<file path="src/rtl/core/oli_pkg.sv">
// ----------------------------------------------------------------------------
// oli_pkg
// Shared types and constants for the bounded ordered list: operation and
// status codes, field widths and the per-cycle control word seen by each cell.
// ----------------------------------------------------------------------------
package oli_pkg;

    localparam int unsigned ValueW    = 16;
    localparam int unsigned OpW       = 2;
    localparam int unsigned PosW      = 7;
    localparam int unsigned StatusW   = 2;
    localparam int unsigned CountOutW = 7;
    localparam int unsigned DefCapacity = 64;

    localparam logic [OpW-1:0] OpPushFront = 2'd0;
    localparam logic [OpW-1:0] OpAppend    = 2'd1;
    localparam logic [OpW-1:0] OpInsert    = 2'd2;
    localparam logic [OpW-1:0] OpPopFront  = 2'd3;

    localparam logic [StatusW-1:0] StatOk    = 2'd0;
    localparam logic [StatusW-1:0] StatEmpty = 2'd1;
    localparam logic [StatusW-1:0] StatFull  = 2'd2;

    localparam logic [ValueW-1:0] EmptyPopValue = 16'hFFFF;

    typedef struct packed {
        logic              ins;
        logic              pop;
        logic [ValueW-1:0] value;
    } t_cell_ctrl;

endpackage

</file>
<file path="src/rtl/core/oli_cell.sv">
// ----------------------------------------------------------------------------
// oli_cell
// One list slot. Holds one entry and, on each accepted beat, takes the new
// value, the left neighbour's entry (insert shift) or the right neighbour's
// entry (pop shift), or holds.
// ----------------------------------------------------------------------------
module oli_cell
    import oli_pkg::*;
#(
    parameter int unsigned INDEX = 0,
    parameter int unsigned CNT_W = 7
) (
    input  logic              i_clk,
    input  t_cell_ctrl        i_ctrl,
    input  logic [CNT_W-1:0]  i_idx,
    input  logic [ValueW-1:0] i_left,
    input  logic [ValueW-1:0] i_right,
    output logic [ValueW-1:0] o_value
);

    logic [ValueW-1:0] r_entry;
    logic [ValueW-1:0] n_entry;

    localparam logic [CNT_W-1:0] MyIndex = CNT_W'(INDEX);

    always_comb begin
        n_entry = r_entry;
        if (i_ctrl.pop) begin
            n_entry = i_right;
        end else if (i_ctrl.ins) begin
            if (MyIndex == i_idx) begin
                n_entry = i_ctrl.value;
            end else if (MyIndex > i_idx) begin
                n_entry = i_left;
            end
        end
    end

    always_ff @(posedge i_clk) begin
        r_entry <= n_entry;
    end

    assign o_value = r_entry;

endmodule

</file>
<file path="src/rtl/core/ordered_list_insert_pop_top.sv">
// ----------------------------------------------------------------------------
// ordered_list_insert_pop_top
// Bounded ordered list of signed 16-bit values held in a row of cells:
// push front, append back, insert at position, pop front.
//
//   channel  dir  tdata (low bit up)                          tuser
//   s_axis   in   item_value[15:0] position[22:16]            operation[1:0]
//   m_axis   out  popped_value[15:0] status[17:16]            -
//                 entry_count[24:18] is_empty[25]
//
// One operation per cycle while the output register can take its result:
// every cell compares its index with the insert point and shifts locally in
// the accept cycle; the result is registered in a single output register. A
// new beat is taken whenever that register is empty or is being drained.
// Synchronous active-low reset empties the list; entry contents are not reset.
// ----------------------------------------------------------------------------
module ordered_list_insert_pop_top
    import oli_pkg::*;
#(
    parameter int unsigned CAPACITY = DefCapacity
) (
    input  logic        i_clk,
    input  logic        i_rst_n,
    input  logic        s_axis_tvalid,
    output logic        s_axis_tready,
    input  logic [23:0] s_axis_tdata,   // item_value, position, zero pad
    input  logic [1:0]  s_axis_tuser,   // operation
    output logic        m_axis_tvalid,
    input  logic        m_axis_tready,
    output logic [31:0] m_axis_tdata    // popped_value, status, entry_count,
                                        // is_empty, zero pad
);

    localparam int unsigned CW = $clog2(CAPACITY + 1);
    localparam int unsigned MW = (CW > PosW) ? CW : PosW;
    localparam logic [CW-1:0] Full = CW'(CAPACITY);

    logic [OpW-1:0]    op;
    logic [ValueW-1:0] val;
    logic [PosW-1:0]   pos;
    logic              accept;

    logic [CW-1:0]     r_count;
    logic [CW-1:0]     n_count;
    logic              r_valid;
    logic [ValueW-1:0] r_popped;
    logic [StatusW-1:0] r_status;
    logic [CountOutW-1:0] r_cnt_out;
    logic              r_empty;

    logic [ValueW-1:0] n_popped;
    logic [StatusW-1:0] n_status;
    logic [CW-1:0]     idx;
    logic [MW-1:0]     pos_ext;
    logic [MW-1:0]     cnt_ext;
    logic [MW-1:0]     n_cnt_ext;
    t_cell_ctrl        ctrl;

    logic [ValueW-1:0] cell_val [CAPACITY];

    assign op  = s_axis_tuser;
    assign val = s_axis_tdata[15:0];
    assign pos = s_axis_tdata[22:16];

    assign s_axis_tready = !r_valid || m_axis_tready;
    assign accept        = s_axis_tvalid && s_axis_tready;

    assign pos_ext = MW'(pos);
    assign cnt_ext = MW'(r_count);

    always_comb begin
        ctrl       = '0;
        ctrl.value = val;
        idx        = r_count;
        n_count    = r_count;
        n_popped   = '0;
        n_status   = StatOk;
        case (op)
            OpPopFront: begin
                if (r_count == '0) begin
                    n_popped = EmptyPopValue;
                    n_status = StatEmpty;
                end else begin
                    n_popped = cell_val[0];
                    ctrl.pop = accept;
                    n_count  = r_count - CW'(1);
                end
            end
            OpPushFront, OpAppend, OpInsert: begin
                if (r_count == Full) begin
                    n_status = StatFull;
                end else begin
                    ctrl.ins = accept;
                    n_count  = r_count + CW'(1);
                    if (op == OpPushFront) begin
                        idx = '0;
                    end else if (op == OpInsert && pos_ext < cnt_ext) begin
                        idx = CW'(pos_ext);
                    end
                end
            end
            default: begin
                n_status = StatOk;
            end
        endcase
    end

    assign n_cnt_ext = MW'(n_count);

    genvar g;
    generate
        for (g = 0; g < CAPACITY; g++) begin : g_cell
            logic [ValueW-1:0] left_v;
            logic [ValueW-1:0] right_v;
            if (g == 0) begin : g_first
                assign left_v = cell_val[0];
            end else begin : g_mid_l
                assign left_v = cell_val[g-1];
            end
            if (g == CAPACITY - 1) begin : g_last
                assign right_v = cell_val[g];
            end else begin : g_mid_r
                assign right_v = cell_val[g+1];
            end
            oli_cell #(
                .INDEX (g),
                .CNT_W (CW)
            ) u_cell (
                .i_clk   (i_clk),
                .i_ctrl  (ctrl),
                .i_idx   (idx),
                .i_left  (left_v),
                .i_right (right_v),
                .o_value (cell_val[g])
            );
        end
    endgenerate

    always_ff @(posedge i_clk) begin
        if (!i_rst_n) begin
            r_count <= '0;
            r_valid <= 1'b0;
        end else begin
            if (accept) begin
                r_count <= n_count;
                r_valid <= 1'b1;
            end else if (m_axis_tready) begin
                r_valid <= 1'b0;
            end
        end
    end

    always_ff @(posedge i_clk) begin
        if (accept) begin
            r_popped  <= n_popped;
            r_status  <= n_status;
            r_cnt_out <= n_cnt_ext[CountOutW-1:0];
            r_empty   <= (n_count == '0);
        end
    end

    assign m_axis_tvalid = r_valid;
    assign m_axis_tdata  = {6'd0, r_empty, r_cnt_out, r_status, r_popped};

    property p_count_bounded;
        @(posedge i_clk) disable iff (!i_rst_n) r_count <= Full;
    endproperty
    a_count_bounded: assert property (p_count_bounded)
        else $error("entry count above capacity");

    property p_full_drop_keeps_count;
        @(posedge i_clk) disable iff (!i_rst_n)
            (accept && op != OpPopFront && r_count == Full)
            |=> (r_count == Full && r_status == StatFull);
    endproperty
    a_full_drop_keeps_count: assert property (p_full_drop_keeps_count)
        else $error("dropped insert changed the list");

    property p_pop_decrements;
        @(posedge i_clk) disable iff (!i_rst_n)
            (accept && op == OpPopFront && r_count != '0)
            |=> (r_count == $past(r_count) - CW'(1) && r_status == StatOk);
    endproperty
    a_pop_decrements: assert property (p_pop_decrements)
        else $error("pop did not remove exactly one entry");

    property p_empty_flag;
        @(posedge i_clk) disable iff (!i_rst_n)
            r_valid |-> (r_empty == (r_count == '0));
    endproperty
    a_empty_flag: assert property (p_empty_flag)
        else $error("empty flag disagrees with count");

endmodule

</file>
<file path="config.mk">
export PLATFORM = sky130hd
export DESIGN_NAME = ordered_list_insert_pop_top
export DESIGN_NICKNAME = d
export VERILOG_FILES = /design/src/rtl/core/oli_pkg.sv /design/src/rtl/core/oli_cell.sv /design/src/rtl/core/ordered_list_insert_pop_top.sv
export SDC_FILE = /design/constraint.sdc
export NUM_CORES = 2
export LEC_CHECK = 0
export BUFFER_PORTS_ARGS = -buffer_cell sky130_fd_sc_hd__buf_2
export CAP_MARGIN = 20
export CORE_MARGIN = 3
export CORE_UTILIZATION = 40
export CTS_BUF_LIST = sky130_fd_sc_hd__clkbuf_8
export DETAILED_ROUTE_END_ITERATION = 8
export GPL_TIMING_DRIVEN = 0
export HOLD_SLACK_MARGIN = 0.1
export SLEW_MARGIN = 15
export SYNTH_ARGS = -nofsm -noshare
export SYNTH_HDL_FRONTEND = slang
export SYNTH_SLANG_ARGS = --single-unit
</file>
<file path="constraint.sdc">
create_clock -name i_clk -period 5.4 [get_ports i_clk]
set_input_delay 1.08 -clock i_clk [delete_from_list [all_inputs] [get_ports i_clk]]
set_output_delay 1.08 -clock i_clk [all_outputs]
set_load 0.03 [all_outputs]
</file>
==> metrics.csv <==
stage,metric,value,unit
worst_setup_path,worstPathArrival,6.15,ns
logic_synthesis,synth_area,54400,µm²
hold_path,hold_path_class,in -> reg,
layout,final_cell_count_no_fill,7456,
worst_setup_path,slowest_delay,0.98,ns
clock_network,cts_tree,built,
pwr,power.leakage,0.0220,µW
worst_setup_path,start_kind,flop,
worst_setup_path,reg2reg_depth,9,
pwr,power_density,375,nW/µm²
layout,utilization,46.0,%
timing,tns,-3.65,ns
layout,area_growth,13.5,%
logic_synthesis,ys_types,66,
place,hpwl,202000,µm
pwr,netSwitchingPower,7810,µW
grt,antenna_found_initial,23,
layout,seqCellArea,31700,µm²
worst_setup_path,cp-end-kind,flop,
floorplanning,fp.dieArea,140000,µm²
place,dp_cells,7104,
pwr,p_comb_share,20.6,%
grt,grt_pass1_wl,368000,µm
floorplanning,fp.dieH,375,µm
place,portBuffers,39,
detailed_routing,drt_iter0_markers,9150,
timing,hold_viol,0,
timing,slew-limit-headroom,5.45,%
worst_setup_path,required,5.98,ns
logic_synthesis,avgSynthCellArea,10.4,µm²
clock_network,hold_buffers,0,
pwr,peakVddDrop,0.215,mV
logic_synthesis,synth_top_area_share,57.9,%
timing,min_period,5.57,ns
clock_network,cts-root-buf,clkbuf_8,
worst_setup_path,crit_top_cell,nor2_2,
floorplanning,die_w,375,µm
floorplanning,initial_core_util,40.5,%
place,gp_congestion,1.10,
detailed_routing,viasPerCell,6.79,
timing,finalCritPeriodShare,103,%
detailed_routing,ant_nets,0,
timing,maxSlewViolCount,0,
floorplanning,rows,134,
timing,setup_ws,-0.169,ns
worst_setup_path,cp_cell_sequence,"inv_1, ha_1, nand3_1, nand2_1, nor2_2, clkbuf_1, clkbuf_2, nor2_1, nor2_2",
job,max-cap-violations,0,
clock_network,htree_levels,4,
logic_synthesis,yosysWarnings,0,
hold_path,holdPathStages,3,
pwr,p_int,15400,µW
detailed_routing,routedWlPerCell,36.2,µm
clock_network,cts_buffer_depth,3,
logic_synthesis,synthCells,5219,
detailed_routing,dr.pass1.iters,8,
layout,layout_common_cells,"1050 x edfxtp_1, 1005 x nand2_1, 554 x nand3_1, 532 x o211ai_1, 386 x nor2_1",
timing,fmax,180,MHz
timing,rsz0062_at_grt,true,
layout,fillers,12800,
worst_setup_path,cp_max_fo,16,
pwr,sequentialPowerShare,48.5,%
worst_setup_path,slowest_stage,clkbuf_1,
clock_network,cts_num_sinks,1058,
pwr,p_clk_share,30.9,%
grt,grt_usage,37.3,%
floorplanning,core-area,134000,µm²
detailed_routing,wirelength,270000,µm
clock_network,insertion_delay,0.97,ns
logic_synthesis,seq_area_frac_synth,58.2,%
detailed_routing,vias,50600,
logic_synthesis,async_flop_share,0,%
layout,mostFrequentLayoutCell,edfxtp_1,
timing,finClkSkew,0.0396,ns
outcome,run_status,"complete, but fails checks",
floorplanning,io_pins,64,
detailed_routing,drc,0,
logic_synthesis,yosysTopAreaCell,edfxtp_1,
grt,grt_max_degree,34,
clock_network,cts_buffers,187,
logic_synthesis,synthTopCellsByArea,"edfxtp_1 58%, o211ai_1 7.3%, a221o_1 7.0%",
layout,drive_gt1_share,11.5,%
pwr,power_switching_share,33.7,%
timing,tightest_slew,1.42,ns
logic_synthesis,synth_edf_count,1050,
clock_network,clk_pin_slew,0.06,ns
outcome,violations,setup timing,
layout,nets,5571,
logic_synthesis,synthFlopType,edfxtp_1,
timing,setup_viol,59,
grt,globalRoute.totalOverflow,0,
grt,grt_pass1_vias,47000,
logic_synthesis,ys_ff_latch,1058,
worst_setup_path,critPathKind,reg -> reg,
layout,multi_input_area,20700,µm²
kinds of logic (layout without fill, tap and decap cells):
logic type / count (synthesis) / in the layout / synth area share, %
flip-flops: 1058 / 1058 / 58.2
buffers and inverters: 615 / 1064 / 4.63
other: 1 / 21 / 0.00689
AND/OR/NAND/NOR: 2089 / 2089 / 16.7
XOR/XNOR: 2 / 2 / 0.0322
AO/OA/AOI/OAI: 1429 / 1429 / 19.8
multiplexers: 16 / 16 / 0.331
adder cells (fa/ha/maj): 9 / 9 / 0.207
timing repair:
| item | in CTS | in global routing |
|---|---|---|
| cloned | 0 | 0 |
| resized for setup | 6 | 26 |
| endpoints found under the setup margin | 485 | 406 |
| pin swaps | 0 | 2 |
| buffers inserted | 0 | 3 |
final cells by class:
type | instances | area share, %
timing repair buffer | 119 | 1.94
clock buffer | 190 | 4.24
tap | 1768 | 3.58
antenna | 15 | 0.0608
buffer | 600 | 4.09
sequential | 1058 | 51.3
clock inverter | 140 | 1.21
inverter | 15 | 0.0932
multi-input combinational | 3551 | 33.5
per-layer routing:
| metal | up-vias | GRT usage, % | routed length, µm |
|---|---|---|---|
| li1 | 20600 | - | - |
| met1 | 24700 | 49.5 | 103000 |
| met2 | 4334 | 51.5 | 108000 |
| met3 | 907 | 14.4 | 39400 |
| met4 | 28 | 21.8 | 19500 |
| met5 | - | 0 | 237 |
final timing paths:
path	startpoint	end	slack [ns]
max reg2reg	cnt_ext[1]	g_cell[59].u_cell.o_value[1]	-0.17
max	cnt_ext[1]	g_cell[59].u_cell.o_value[1]	-0.17
min reg2reg	m_axis_tvalid	m_axis_tvalid	0.53
min	s_axis_tvalid	m_axis_tvalid	0.37
power by group through the flow:
stage	logic, µW	registers, µW	clock network (µW)
CTS	4490	11200	7140
floorplan	2580	11000	0
global placement	4170	11400	0
detailed placement	4470	11300	0
global route	4930	11300	7500
finish	4760	11200	7160
per-stage QoR:
| stage | worst slack [ns] | power [µW] | cell area [µm²] | hold WS [ns] |
|---|---|---|---|---|
| after floorplan | 0.146 | 13600 | 54400 | 0.496 |
| after global placement | -2.91 | 15600 | 56800 | 0.509 |
| after detailed placement | -1.09 | 15800 | 58100 | 0.523 |
| after CTS | 0.00663 | 22800 | 61500 | 0.304 |
| after global routing | -0.108 | 23700 | 61700 | 0.351 |
| final | -0.169 | 23200 | 61700 | 0.372 |
state kept, by name, summed over array words and instances (netlist names):
register,count
r_cnt_out,7
r_empty,1
r_popped,16
cnt_ext,7
g_cell.u_cell.o_value,1024
r_status,2
m_axis_tvalid,1
critical path, delay by kind of cell, from the launching register on:
| kind | cells | cell delay (ns) |
|---|---|---|
| adders and majority gates | 1 | 0.28 |
| buffers and inverters | 3 | 1.88 |
| DFF | 1 | 0.50 |
| and+or+nand+nor | 5 | 2.50 |
cells in the mapped netlist, types with 4 or more instances:
master	n
a211oi_1	4
a211oi_2	4
a21boi_0	4
a21o_1	4
a21oi_1	290
a221o_1	382
a31oi_1	77
and2_1	31
and3_1	14
buf_1	38
buf_2	102
buf_4	11
clkbuf_1	432
clkbuf_2	14
dfxtp_1	8
edfxtp_1	1050
ha_1	9
inv_1	14
mux2_1	10
mux2_2	6
nand2_1	1005
nand3_1	554
nand4_1	30
nor2_1	405
nor3_1	9
nor3_2	9
nor4_1	4
nor4_4	12
o211a_1	4
o211ai_1	532
o21ai_0	92
o21ai_1	4
(Power assumes the default switching activity.)
